===== src/double_ended_queue_macros.svh =====
// Assertion helpers used by the queue datapath.
`ifndef DOUBLE_ENDED_QUEUE_MACROS_SVH
`define DOUBLE_ENDED_QUEUE_MACROS_SVH

// The consequent must hold in the same cycle as the antecedent.
`define DEQ_ASSERT_NOW(label, ante, cons) \
    label: assert property (@(posedge clk) disable iff (!rst_n) (ante) |-> (cons)) \
        else $error("queue assertion failed");

// The consequent must hold in the cycle after the antecedent.
`define DEQ_ASSERT_NEXT(label, ante, cons) \
    label: assert property (@(posedge clk) disable iff (!rst_n) (ante) |=> (cons)) \
        else $error("queue assertion failed");

`endif


===== src/deq_pkg.sv =====
`timescale 1ns / 1ps

package deq_pkg;

    localparam int WORD_W = 32;

    typedef logic [2:0] mode_t;
    typedef logic [1:0] status_t;

    localparam mode_t MODE_PUSH_FRONT = 3'd0;
    localparam mode_t MODE_PUSH_BACK  = 3'd1;
    localparam mode_t MODE_POP_FRONT  = 3'd2;
    localparam mode_t MODE_POP_BACK   = 3'd3;
    localparam mode_t MODE_DUMP       = 3'd4;

    localparam status_t STATUS_OK    = 2'd0;
    localparam status_t STATUS_EMPTY = 2'd1;
    localparam status_t STATUS_FULL  = 2'd2;

    typedef enum logic {
        ST_IDLE,
        ST_DUMP
    } deq_state_t;

    typedef struct packed {
        logic    push_front;
        logic    push_back;
        logic    pop_front;
        logic    pop_back;
        logic    load_result;
        status_t res_status;
        logic    dump_start;
        logic    dump_emit;
    } deq_cmd_t;

    typedef struct packed {
        logic empty;
        logic full;
        logic out_free;
        logic dump_last;
    } deq_stat_t;

endpackage


===== src/deq_ctrl.sv =====
`timescale 1ns / 1ps

module deq_ctrl
(
    input  logic              clk,
    input  logic              rst_n,
    input  logic              in_valid,
    output logic              in_stall,
    input  deq_pkg::mode_t    mode,
    input  deq_pkg::deq_stat_t stat,
    output deq_pkg::deq_cmd_t cmd
);
    import deq_pkg::*;

    deq_state_t state_reg;
    deq_state_t state_next;
    logic       accept;

    assign in_stall = !((state_reg == ST_IDLE) && stat.out_free);
    assign accept   = in_valid && !in_stall;

    always_ff @(posedge clk or negedge rst_n)
    begin
        if (!rst_n)
        begin
            state_reg <= ST_IDLE;
        end
        else
        begin
            state_reg <= state_next;
        end
    end

    always_comb
    begin
        state_next = state_reg;
        case (state_reg)
            ST_IDLE:
            begin
                if (accept && (mode == MODE_DUMP) && !stat.empty)
                begin
                    state_next = ST_DUMP;
                end
            end
            ST_DUMP:
            begin
                if (stat.out_free && stat.dump_last)
                begin
                    state_next = ST_IDLE;
                end
            end
            default:
            begin
                state_next = ST_IDLE;
            end
        endcase
    end

    always_comb
    begin
        cmd = '0;
        case (state_reg)
            ST_IDLE:
            begin
                if (accept)
                begin
                    cmd.load_result = 1'b1;
                    cmd.res_status  = STATUS_OK;
                    case (mode)
                        MODE_PUSH_FRONT:
                        begin
                            if (stat.full)
                            begin
                                cmd.res_status = STATUS_FULL;
                            end
                            else
                            begin
                                cmd.push_front = 1'b1;
                            end
                        end
                        MODE_PUSH_BACK:
                        begin
                            if (stat.full)
                            begin
                                cmd.res_status = STATUS_FULL;
                            end
                            else
                            begin
                                cmd.push_back = 1'b1;
                            end
                        end
                        MODE_POP_FRONT:
                        begin
                            if (stat.empty)
                            begin
                                cmd.res_status = STATUS_EMPTY;
                            end
                            else
                            begin
                                cmd.pop_front = 1'b1;
                            end
                        end
                        MODE_POP_BACK:
                        begin
                            if (stat.empty)
                            begin
                                cmd.res_status = STATUS_EMPTY;
                            end
                            else
                            begin
                                cmd.pop_back = 1'b1;
                            end
                        end
                        MODE_DUMP:
                        begin
                            if (stat.empty)
                            begin
                                cmd.res_status = STATUS_EMPTY;
                            end
                            else
                            begin
                                cmd.load_result = 1'b0;
                                cmd.dump_start  = 1'b1;
                            end
                        end
                        default:
                        begin
                            cmd.res_status = STATUS_OK;
                        end
                    endcase
                end
            end
            ST_DUMP:
            begin
                cmd.dump_emit = stat.out_free;
            end
            default:
            begin
                cmd = '0;
            end
        endcase
    end

endmodule


===== src/deq_dpath.sv =====
`timescale 1ns / 1ps
`include "double_ended_queue_macros.svh"

module deq_dpath
#(
    parameter int DEPTH = 32,
    parameter int IW    = $clog2(DEPTH),
    parameter int CW    = $clog2(DEPTH + 1)
)
(
    input  logic                                clk,
    input  logic                                rst_n,
    input  logic signed [deq_pkg::WORD_W-1:0]   value,
    input  deq_pkg::deq_cmd_t                   cmd,
    output deq_pkg::deq_stat_t                  stat,
    output logic                                out_valid,
    input  logic                                out_stall,
    output deq_pkg::status_t                    status,
    output logic signed [deq_pkg::WORD_W-1:0]   data,
    output logic [CW-1:0]                       occupancy,
    output logic                                last
);
    import deq_pkg::*;

    localparam logic [IW-1:0] IDX_MAX   = IW'(DEPTH - 1);
    localparam logic [CW-1:0] COUNT_MAX = CW'(DEPTH);

    logic [WORD_W-1:0] mem [DEPTH];
    logic [WORD_W-1:0] rdata_reg;

    logic [IW-1:0] front_reg;
    logic [IW-1:0] front_next;
    logic [CW-1:0] count_reg;
    logic [CW-1:0] count_next;
    logic [IW-1:0] rd_idx_reg;
    logic [IW-1:0] rd_idx_next;
    logic [CW-1:0] remain_reg;
    logic [CW-1:0] remain_next;

    logic          out_valid_reg;
    logic          out_valid_next;
    status_t       status_reg;
    logic [WORD_W-1:0] data_reg;
    logic [CW-1:0] occ_reg;
    logic          last_reg;

    logic [IW-1:0] front_inc;
    logic [IW-1:0] front_dec;
    logic [IW-1:0] rd_idx_inc;
    logic [IW:0]   back_sum;
    logic [IW-1:0] back_addr;
    logic [IW-1:0] wr_addr;
    logic          wr_en;
    logic [IW-1:0] rd_addr;
    logic          rd_en;

    assign front_inc  = (front_reg == IDX_MAX) ? '0 : front_reg + 1'b1;
    assign front_dec  = (front_reg == '0) ? IDX_MAX : front_reg - 1'b1;
    assign rd_idx_inc = (rd_idx_reg == IDX_MAX) ? '0 : rd_idx_reg + 1'b1;
    assign back_sum   = {1'b0, front_reg} + (IW + 1)'(count_reg);
    assign back_addr  = (back_sum >= (IW + 1)'(DEPTH)) ?
                        IW'(back_sum - (IW + 1)'(DEPTH)) : back_sum[IW-1:0];

    assign wr_en   = cmd.push_front || cmd.push_back;
    assign wr_addr = cmd.push_front ? front_dec : back_addr;
    assign rd_en   = cmd.dump_start || cmd.dump_emit;
    assign rd_addr = cmd.dump_start ? front_reg : rd_idx_inc;

    always_comb
    begin
        front_next  = front_reg;
        count_next  = count_reg;
        rd_idx_next = rd_idx_reg;
        remain_next = remain_reg;
        if (cmd.push_front)
        begin
            front_next = front_dec;
        end
        if (cmd.pop_front)
        begin
            front_next = front_inc;
        end
        if (wr_en)
        begin
            count_next = count_reg + 1'b1;
        end
        if (cmd.pop_front || cmd.pop_back)
        begin
            count_next = count_reg - 1'b1;
        end
        if (rd_en)
        begin
            rd_idx_next = rd_addr;
        end
        if (cmd.dump_start)
        begin
            remain_next = count_reg;
        end
        else if (cmd.dump_emit)
        begin
            remain_next = remain_reg - 1'b1;
        end
    end

    always_comb
    begin
        out_valid_next = out_valid_reg && out_stall;
        if (cmd.load_result || cmd.dump_emit)
        begin
            out_valid_next = 1'b1;
        end
    end

    always_ff @(posedge clk or negedge rst_n)
    begin
        if (!rst_n)
        begin
            front_reg     <= '0;
            count_reg     <= '0;
            rd_idx_reg    <= '0;
            remain_reg    <= '0;
            out_valid_reg <= 1'b0;
        end
        else
        begin
            front_reg     <= front_next;
            count_reg     <= count_next;
            rd_idx_reg    <= rd_idx_next;
            remain_reg    <= remain_next;
            out_valid_reg <= out_valid_next;
        end
    end

    always_ff @(posedge clk)
    begin
        if (wr_en)
        begin
            mem[wr_addr] <= value;
        end
        if (rd_en)
        begin
            rdata_reg <= mem[rd_addr];
        end
    end

    always_ff @(posedge clk)
    begin
        if (cmd.load_result)
        begin
            status_reg <= cmd.res_status;
            data_reg   <= '0;
            occ_reg    <= count_next;
            last_reg   <= 1'b1;
        end
        else if (cmd.dump_emit)
        begin
            status_reg <= STATUS_OK;
            data_reg   <= rdata_reg;
            occ_reg    <= count_reg;
            last_reg   <= stat.dump_last;
        end
    end

    assign stat.empty     = (count_reg == '0);
    assign stat.full      = (count_reg == COUNT_MAX);
    assign stat.out_free  = !out_valid_reg || !out_stall;
    assign stat.dump_last = (remain_reg == CW'(1));

    assign out_valid = out_valid_reg;
    assign status    = status_reg;
    assign data      = data_reg;
    assign occupancy = occ_reg;
    assign last      = last_reg;

    `DEQ_ASSERT_NOW(a_count_bound, 1'b1, count_reg <= COUNT_MAX)
    `DEQ_ASSERT_NOW(a_no_push_full, cmd.push_front || cmd.push_back, count_reg != COUNT_MAX)
    `DEQ_ASSERT_NOW(a_no_pop_empty, cmd.pop_front || cmd.pop_back, count_reg != '0)
    `DEQ_ASSERT_NEXT(a_dump_keeps_count, cmd.dump_emit, $stable(count_reg))
    `DEQ_ASSERT_NEXT(a_dump_last, cmd.dump_emit && stat.dump_last, out_valid_reg && last_reg)

endmodule


===== src/double_ended_queue.sv =====
`timescale 1ns / 1ps
// Push, pop and undefined operations: one word in, one registered result word in the next cycle.
// These sustain one input word per cycle while the output side takes results.
// A dump stalls input until its last word is out; the store first reads the front element,
// then one element word per cycle is emitted via the single read port while out_stall is low.
// Reset clears the front index, the element count and the output valid; the store is not cleared.
module double_ended_queue
#(
    parameter int DEPTH = 32
)
(
    input  logic                                  clk,
    input  logic                                  rst_n,
    input  logic                                  in_valid,
    output logic                                  in_stall,
    input  deq_pkg::mode_t                        mode,
    input  logic signed [deq_pkg::WORD_W-1:0]     value,
    output logic                                  out_valid,
    input  logic                                  out_stall,
    output deq_pkg::status_t                      status,
    output logic signed [deq_pkg::WORD_W-1:0]     data,
    output logic [$clog2(DEPTH + 1)-1:0]          occupancy,
    output logic                                  last
);
    import deq_pkg::*;

    deq_cmd_t  cmd;
    deq_stat_t stat;

    deq_ctrl u_ctrl
    (
        .clk      (clk),
        .rst_n    (rst_n),
        .in_valid (in_valid),
        .in_stall (in_stall),
        .mode     (mode),
        .stat     (stat),
        .cmd      (cmd)
    );

    deq_dpath
    #(
        .DEPTH (DEPTH)
    )
    u_dpath
    (
        .clk       (clk),
        .rst_n     (rst_n),
        .value     (value),
        .cmd       (cmd),
        .stat      (stat),
        .out_valid (out_valid),
        .out_stall (out_stall),
        .status    (status),
        .data      (data),
        .occupancy (occupancy),
        .last      (last)
    );

endmodule


===== config.mk =====
export PLATFORM = sky130hd
export DESIGN_NAME = double_ended_queue
export DESIGN_NICKNAME = d
export VERILOG_FILES = /design/src/deq_pkg.sv /design/src/deq_ctrl.sv /design/src/deq_dpath.sv /design/src/double_ended_queue.sv
export VERILOG_INCLUDE_DIRS = /design/src /design/src/src
export SDC_FILE = /design/constraint.sdc
export NUM_CORES = 1
export LEC_CHECK = 0
export BUFFER_PORTS_ARGS = -buffer_cell sky130_fd_sc_hd__buf_4
export CAP_MARGIN = 5
export CELL_PAD_IN_SITES_DETAIL_PLACEMENT = 0
export CELL_PAD_IN_SITES_GLOBAL_PLACEMENT = 2
export CORE_UTILIZATION = 40
export CTS_CLUSTER_SIZE = 14
export DETAILED_ROUTE_END_ITERATION = 6
export PLACE_DENSITY = 0.79
export SYNTH_ARGS = -nofsm -noshare
export SYNTH_HDL_FRONTEND = slang
export SYNTH_SLANG_ARGS = --single-unit

===== constraint.sdc =====
create_clock -name clk -period 5.65 [get_ports clk]
set_clock_uncertainty 0.05 [all_clocks]
set_input_delay 0.565 -clock clk [delete_from_list [all_inputs] [get_ports clk]]
set_output_delay 0.565 -clock clk [all_outputs]
set_load 0.005 [all_outputs]

# --- Word level (Yosys, flattened, before mapping) ---
# Memory sizes are Yosys's and may differ from the RTL's. A register that Yosys moved wholly into a read port is not among the register bits.
# Cells that the tools add are included.
word_totals:
  output_inout_bits: 43
  register_bits: 65
  input_bits: 39
  word_cells: 89
  mem_bits_rw: 1024
  n_memories: 1
classes:
  muxes: 37
  n_addsub: 8
  reduce_logical: 23
  order_cmp: 1
  n_bitwise: 1
  n_eq_ne: 8
mem_list:
  columns: ["name", "depth", "width", "read_ports", "rd_clocked_by_memory_dff", "write_ports", "line", "source"]
  rows:
  - ["u_dpath.mem", 32, 32, 1, 1, 1, "deq_dpath.sv:28", "logic [WORD_W-1:0] mem [DEPTH];"]
ops:
  columns: ["cell", "count"]
  rows:
  - ["2-to-1 mux 5 bit", 8]
  - ["2-to-1 mux 6 bit", 6]
  - ["2-to-1 mux 1 bit", 16]
  - ["2-to-1 mux 8 bit", 2]
  - ["subtractor 6 x 1 -> 6 bit (second input constant)", 2]
  - ["adder 5 x 1 -> 5 bit (second input constant)", 2]
  - ["== test 5 bit (second input constant)", 2]
  - ["subtractor 5 x 1 -> 5 bit (second input constant)", 2]
  - ["adder 5 x 6 -> 6 bit", 1]
  - ["adder 6 x 1 -> 6 bit (second input constant)", 1]
  - ["== test 3 x 2 -> 1 bit (second input constant)", 2]
  - ["== test 6 x 1 -> 1 bit (second input constant)", 1]
  - ["== test 6 bit (second input constant)", 1]
  - ["greater-or-equal comparator 6 bit (second input constant)", 1]
  - ["logical AND 1 bit", 6]
  - ["zero test 6 bit", 1]
  - ["2-to-1 mux 2 bit", 3]
  - ["nonzero test 2 bit", 3]
  - ["zero test 5 bit", 1]
  - ["logical OR 1 bit", 5]
  - ["zero test 1 bit", 4]
  - ["one-hot mux 2 bit (2 select lines)", 1]
  - ["== test 3 x 1 -> 1 bit (second input constant)", 1]
  - ["== test 3 bit (second input constant)", 1]
  - ["other kinds (5)", 5]

# --- Longest topological paths before layout ---
depth:
  ltp_word: 10
  depth_mapped: 13
  mapped_depth_nobuf: 9

# --- Modules after synthesis ---
# A second synthesis with hierarchy kept.
unflattened:
  hier_cells: 2872
  hier_area_um2: 44104.8
modules_own_cells:
  columns: ["mod", "instances", "seq_area_each_um2", "cells_each", "area_each_um2"]
  rows:
  - ["deq_dpath", 1, 33186.8, 2852, 43940.9]
  - ["deq_ctrl", 1, 25.0, 20, 163.9]

# --- Worst setup path after synthesis ---
# OpenSTA, ideal clock, no wires.
synth_path:
  path_kind: "register to register"
  startpoint: "register u_dpath.count_reg[0]"
  endpoint: "memory u_dpath.mem[0][0], enable pin"
  path_buffers: 1
  setup_time_ps: 421
  arrival_ps: 3804
  stages_incl_launch_ff: 11
  period_less_slack_ps: 4275
  slack_ps: 1375
  required_time_ps: 5179
  cell_sequence: "dfrtp_1 -> inv_1 -> ha_1 -> or4b_1 -> buf_2 -> o2111ai_2 -> nor2_1 -> mux2i_1 -> xor2_1 -> nand2_1 -> nor2_1"
synth_via:
  elab_chain_cells: 8
  word_cells_on_any_way: 14
  cone_classes: "add/sub (2); order compare (1); eq/ne (1); mux (9); reduce/logical (1)"
synth_rtl:
  columns: ["element", "line", "source"]
  rows:
  - ["start, declared", "deq_dpath.sv:33", "logic [CW-1:0] count_reg;"]
  - ["start signal, assigned", "deq_dpath.sv:127", "count_reg <= count_next;"]
  - ["branches (longest 8 deep; another with adder 5 x 6 -> 6 bit)", null, null]
  - ["end, declared", "deq_dpath.sv:28", null]
# Parallel ways; which one is timed is not known.

# --- Final worst setup path ---
layout_path:
  startpoint: "register u_dpath.count_reg[0]"
  endpoint: "memory u_dpath.mem[21][12], enable pin"
# Same word-level chain as after synthesis.

==> flow_results.org <==
** STA
- Final critical delay including setup and external delays :: 4.69 ns
- Final Hold Vio Count :: 0
- Summed over all failing endpoints, the final setup total negative slack is 0 ns.
- Final hold analysis gives a worst-case slack of 0.140 ns.
- Dividing the final minimum period by the clock period gives 83.0%.
- At the pin with the least slew margin, the transition time is 1.19 ns.
- Based on the critical path, the design can be clocked at up to 0.213 GHz.
- RSZ-0062 raised after global routing :: false
- Setup violations remaining at the end of the flow were counted as 0.
- Remaining max-slew budget at the tightest pin :: 20.2%
- The number of slew-limit violations in the final report was 0.
- Across all setup checks in the final design, the least slack found is 0.962 ns.

** Logic synthesis
- Synth Warn # :: 0
- Summing every instance area after synthesis gives 44700 sq um.
- Proportion of register bits with asynchronous set or reset after synthesis :: 2.14%
- Gate Count Post-Synth :: 2526
- Among all flip-flop cells after synthesis, the most frequent one is sky130_fd_sc_hd__edfxtp_1.
- Flip-flop and latch count after synthesis :: 1121
- Syn_nets :: 2579
- Sequential area share after synthesis :: 74.4%
- A synthesized cell averages 17.7 sq um.
- The synthesized design spends more area on one cell type than any other, namely sky130_fd_sc_hd__edfxtp_1.
- The synthesized design contains 1064 enable-type register cells.
- Distinct cells, synth :: 62
- By area the synthesized netlist is led by sky130_fd_sc_hd__edfxtp_1 (72%), sky130_fd_sc_hd__mux2i_1 (17%), sky130_fd_sc_hd__o22ai_1 (1.8%).
- After synthesis, the largest area contributor takes up 71.5% of total cell area.

** Critical path
- The worst register-to-register path ends at u_dpath.mem[21][12].
- The critical path goes through inv_1 > ha_1 > or4b_1 > o2111ai_2 > nor2_1 > a31oi_1 > nand2_1 > nor2_4 > buf_4.
- Largest stage delay on the critical path :: 0.74 ns
- The critical path runs through a total of 9 cells.
- Data on the critical path is required at its endpoint by 5.93 ns.
- The critical path contains buffers and inverters numbering 2 combined.
- The worst setup path is of the register to register kind.
- STA classifies the critical path endpoint as a register.
- Endpoint arrival time on the critical path :: 4.97 ns
- Source of the critical timing path :: u_dpath.count_reg[0]
- In this run the worst setup path terminates at u_dpath.mem[21][12].
- Worst R2R Start :: u_dpath.count_reg[0]
- Internal reg-to-reg setup slack :: 0.96 ns
- The worst setup path is launched from a register.
- Worst-path maximum fanout :: 20
- Grouping stages by cell kind, the critical path spends the most delay in simple AND/OR/NAND/NOR gates.
- Cell depth of the worst flop-to-flop path :: 9
- Among all stages on the critical path, the largest delay is contributed by sky130_fd_sc_hd__nor2_4.

** Placement
- The count of buffers added on input and output ports is 81.
- Placed Instances :: 4027
- Worst Setup Slack post-DPL :: 1.03 ns
- Detailed placement ended at an HPWL of 63100 microns.
- The congestion estimate from routability-driven global placement came to 0.790.

** Power
- Summed over all cells, the static leakage comes to 18.6 nW.
- IR analysis of the VDD net gives a maximum drop of 524 uV.
- Pwr Density :: 539 nW/um^2

** CTS
- The number of setup buffers added after CTS is 0.
- Insertion delay of the later-clocked pin in the worst-skew pair :: 0.71 ns
- Buffers inserted during clock tree synthesis total 112.
- Clock sink total :: 1121
- TritonCTS built the clock tree.
- Clock-pin slew was measured on the worst setup and hold paths at 0.06 ns.
- Root buffer cell :: sky130_fd_sc_hd__clkbuf_16
- # resized after CTS :: 0
- Deepest level of the CTS H-tree :: 3
- CTS max path bufs :: 3
- After clock tree synthesis, the flow added hold-fix buffers numbering 1.

** Global route
- Initial antenna violation count :: 3
- Largest net degree at the start of global routing :: 112
- In the global route stage, overall resource usage came out at 19.7%.
- Vias in the first global route :: 23283
- Remaining global-route overflow :: 0
- Wire length of the first global-routing pass :: 161000 microns

** Drt
- Dividing the detail-routed via count by the number of cells gives 5.49.
- Number of nets with antenna violations after detailed routing :: 0
- The final layout contains routed wiring with a total length of 112000 microns.
- The detailed router finished its first iteration with 2245 violations.
- For this run, design rule violations remaining after detail routing come to 4.
- Drt pass-1 iters :: 7
- The routed layout has 23257 vias.
- In the final routed layout, each cell accounts on average for 26.5 microns.

** Die
- DIE HEIGHT :: 336 microns
- The initial utilization of the core area, before any placement, comes to 40.4%.
- In this run the horizontal extent of the chip is 336 microns.
- Count of standard-cell rows :: 122
- During I/O placement, the number of pins put on the boundary was 82.
- Placeable core region :: 111000 sq um
- Area of the die :: 113000 sq um

** Finish
- Final Non-Filler Cells :: 4240
- The register with the most flip-flops in the layout has 1024 of them.
- Fraction of final layout cells with drive strength greater than 1 :: 14.7%
- For this run, the post-layout net count is 2709.
- Antenna diode count :: 0
- The area growth from synthesis to layout is 15.1%.
- Counting the fill cells in the layout gives 9262.
- At the end of the flow the core is filled with cells to 46.5%.

** Outcome
- Failing checks :: DRC
- The flow ran to the end, but the final reports show violations.

** Job
- Max-cap violations in this run came to 0.

** Hold path
- Type of the most critical hold path :: primary input to register
-- layer usage --
layer / up-vias / GRT usage, % / share of wire [%]
met5: - / 0 / 0.0071
met4: 2 / 4.77 / 1.7
met3: 145 / 3.13 / 6.9
met2: 758 / 31.5 / 47
met1: 12096 / 28.2 / 44
li1: 10256 / - / -
-- layout by cell type, fill, tap and decap left out, types with 4 or more instances in the layout --
cell / count
sky130_fd_sc_hd__nand2_2: 7
sky130_fd_sc_hd__a21oi_1: 44
sky130_fd_sc_hd__bufinv_16: 7
sky130_fd_sc_hd__nand3_1: 8
sky130_fd_sc_hd__clkbuf_8: 7
sky130_fd_sc_hd__xnor2_1: 13
sky130_fd_sc_hd__inv_1: 11
sky130_fd_sc_hd__nor2_4: 32
sky130_fd_sc_hd__nand2_1: 97
sky130_fd_sc_hd__clkinvlp_4: 4
sky130_fd_sc_hd__clkinv_1: 25
sky130_fd_sc_hd__dfxtp_1: 33
sky130_fd_sc_hd__buf_4: 110
sky130_fd_sc_hd__edfxtp_1: 1064
sky130_fd_sc_hd__o21ai_0: 8
sky130_fd_sc_hd__nor3_1: 9
sky130_fd_sc_hd__nor2_1: 18
sky130_fd_sc_hd__buf_12: 37
sky130_fd_sc_hd__mux2i_1: 770
sky130_fd_sc_hd__ha_1: 13
sky130_fd_sc_hd__clkinv_2: 23
sky130_fd_sc_hd__dfrtp_1: 24
sky130_fd_sc_hd__nor3b_1: 4
sky130_fd_sc_hd__nand3b_1: 4
sky130_fd_sc_hd__clkbuf_1: 19
sky130_fd_sc_hd__a31oi_1: 6
sky130_fd_sc_hd__o22ai_1: 129
sky130_fd_sc_hd__clkbuf_16: 114
sky130_fd_sc_hd__xor2_1: 5
sky130_fd_sc_hd__nor4_2: 32
sky130_fd_sc_hd__nand2b_1: 5
-- report_power, final --
group | internal (mW) | switching, mW | total (mW)
combinational | 4.22 | 6.17 | 10.4
sequential | 9.77 | 0.342 | 10.1
clock | 4.11 | 3.12 | 7.23
-- stage by stage --
stage,total power [mW],instance area [sq um]
finish,27.7,51400
detailed placement,20.6,47800
CTS,27.8,51400
floorplan,17.3,44700
global placement,20.5,47700
global route,28.8,51400
-- cells by family after synthesis --
logic type	Yosys count	share of synthesized area, %
buf+inv	143	1.49
xor+xnor	18	0.353
fa+ha+maj	14	0.409
flops	1121	74.4
mux	773	17.3
compound gates	221	3.15
simple gates	236	2.93
-- layout make-up --
class                      instances  area, sq um  area share, %
sequential                      1121        33200           64.6
multi-input combinational       1262        11100           21.6
clock buffer                     140         3020           5.87
tap                             1488         1860           3.62
timing repair buffer             148         1580           3.07
clock inverter                    70          582           1.13
inverter                          11         41.3         0.0803
-- how the worst min path moves through the flow --
stage	startpoint	endpoint	depth (start not counted)
final	mode[0]	u_dpath.front_reg[4]	2
after floorplan	rst_n	u_ctrl.state_reg	0
after detailed placement	u_dpath.data[16]	u_dpath.data[16]	2
after global routing	out_stall	u_dpath.out_valid	3
after global placement	u_dpath.data[27]	u_dpath.data[27]	2
after CTS	mode[0]	u_dpath.front_reg[4]	2
-- synthesized netlist by cell type (6+ instances only) --
| master | n |
|---|---|
| sky130_fd_sc_hd__edfxtp_1 | 1064 |
| sky130_fd_sc_hd__mux2i_1 | 772 |
| sky130_fd_sc_hd__o22ai_1 | 129 |
| sky130_fd_sc_hd__nand2_1 | 102 |
| sky130_fd_sc_hd__buf_2 | 88 |
| sky130_fd_sc_hd__nor2_1 | 50 |
| sky130_fd_sc_hd__a21oi_1 | 46 |
| sky130_fd_sc_hd__clkbuf_1 | 37 |
| sky130_fd_sc_hd__dfxtp_1 | 33 |
| sky130_fd_sc_hd__nor4_2 | 32 |
| sky130_fd_sc_hd__dfrtp_1 | 24 |
| sky130_fd_sc_hd__ha_1 | 13 |
| sky130_fd_sc_hd__xnor2_1 | 13 |
| sky130_fd_sc_hd__inv_1 | 11 |
| sky130_fd_sc_hd__nor3_1 | 9 |
| sky130_fd_sc_hd__nand3_1 | 8 |
| sky130_fd_sc_hd__o21ai_0 | 8 |
| sky130_fd_sc_hd__a31oi_1 | 6 |
No activity file was read; power rests on OpenSTA's default activity.
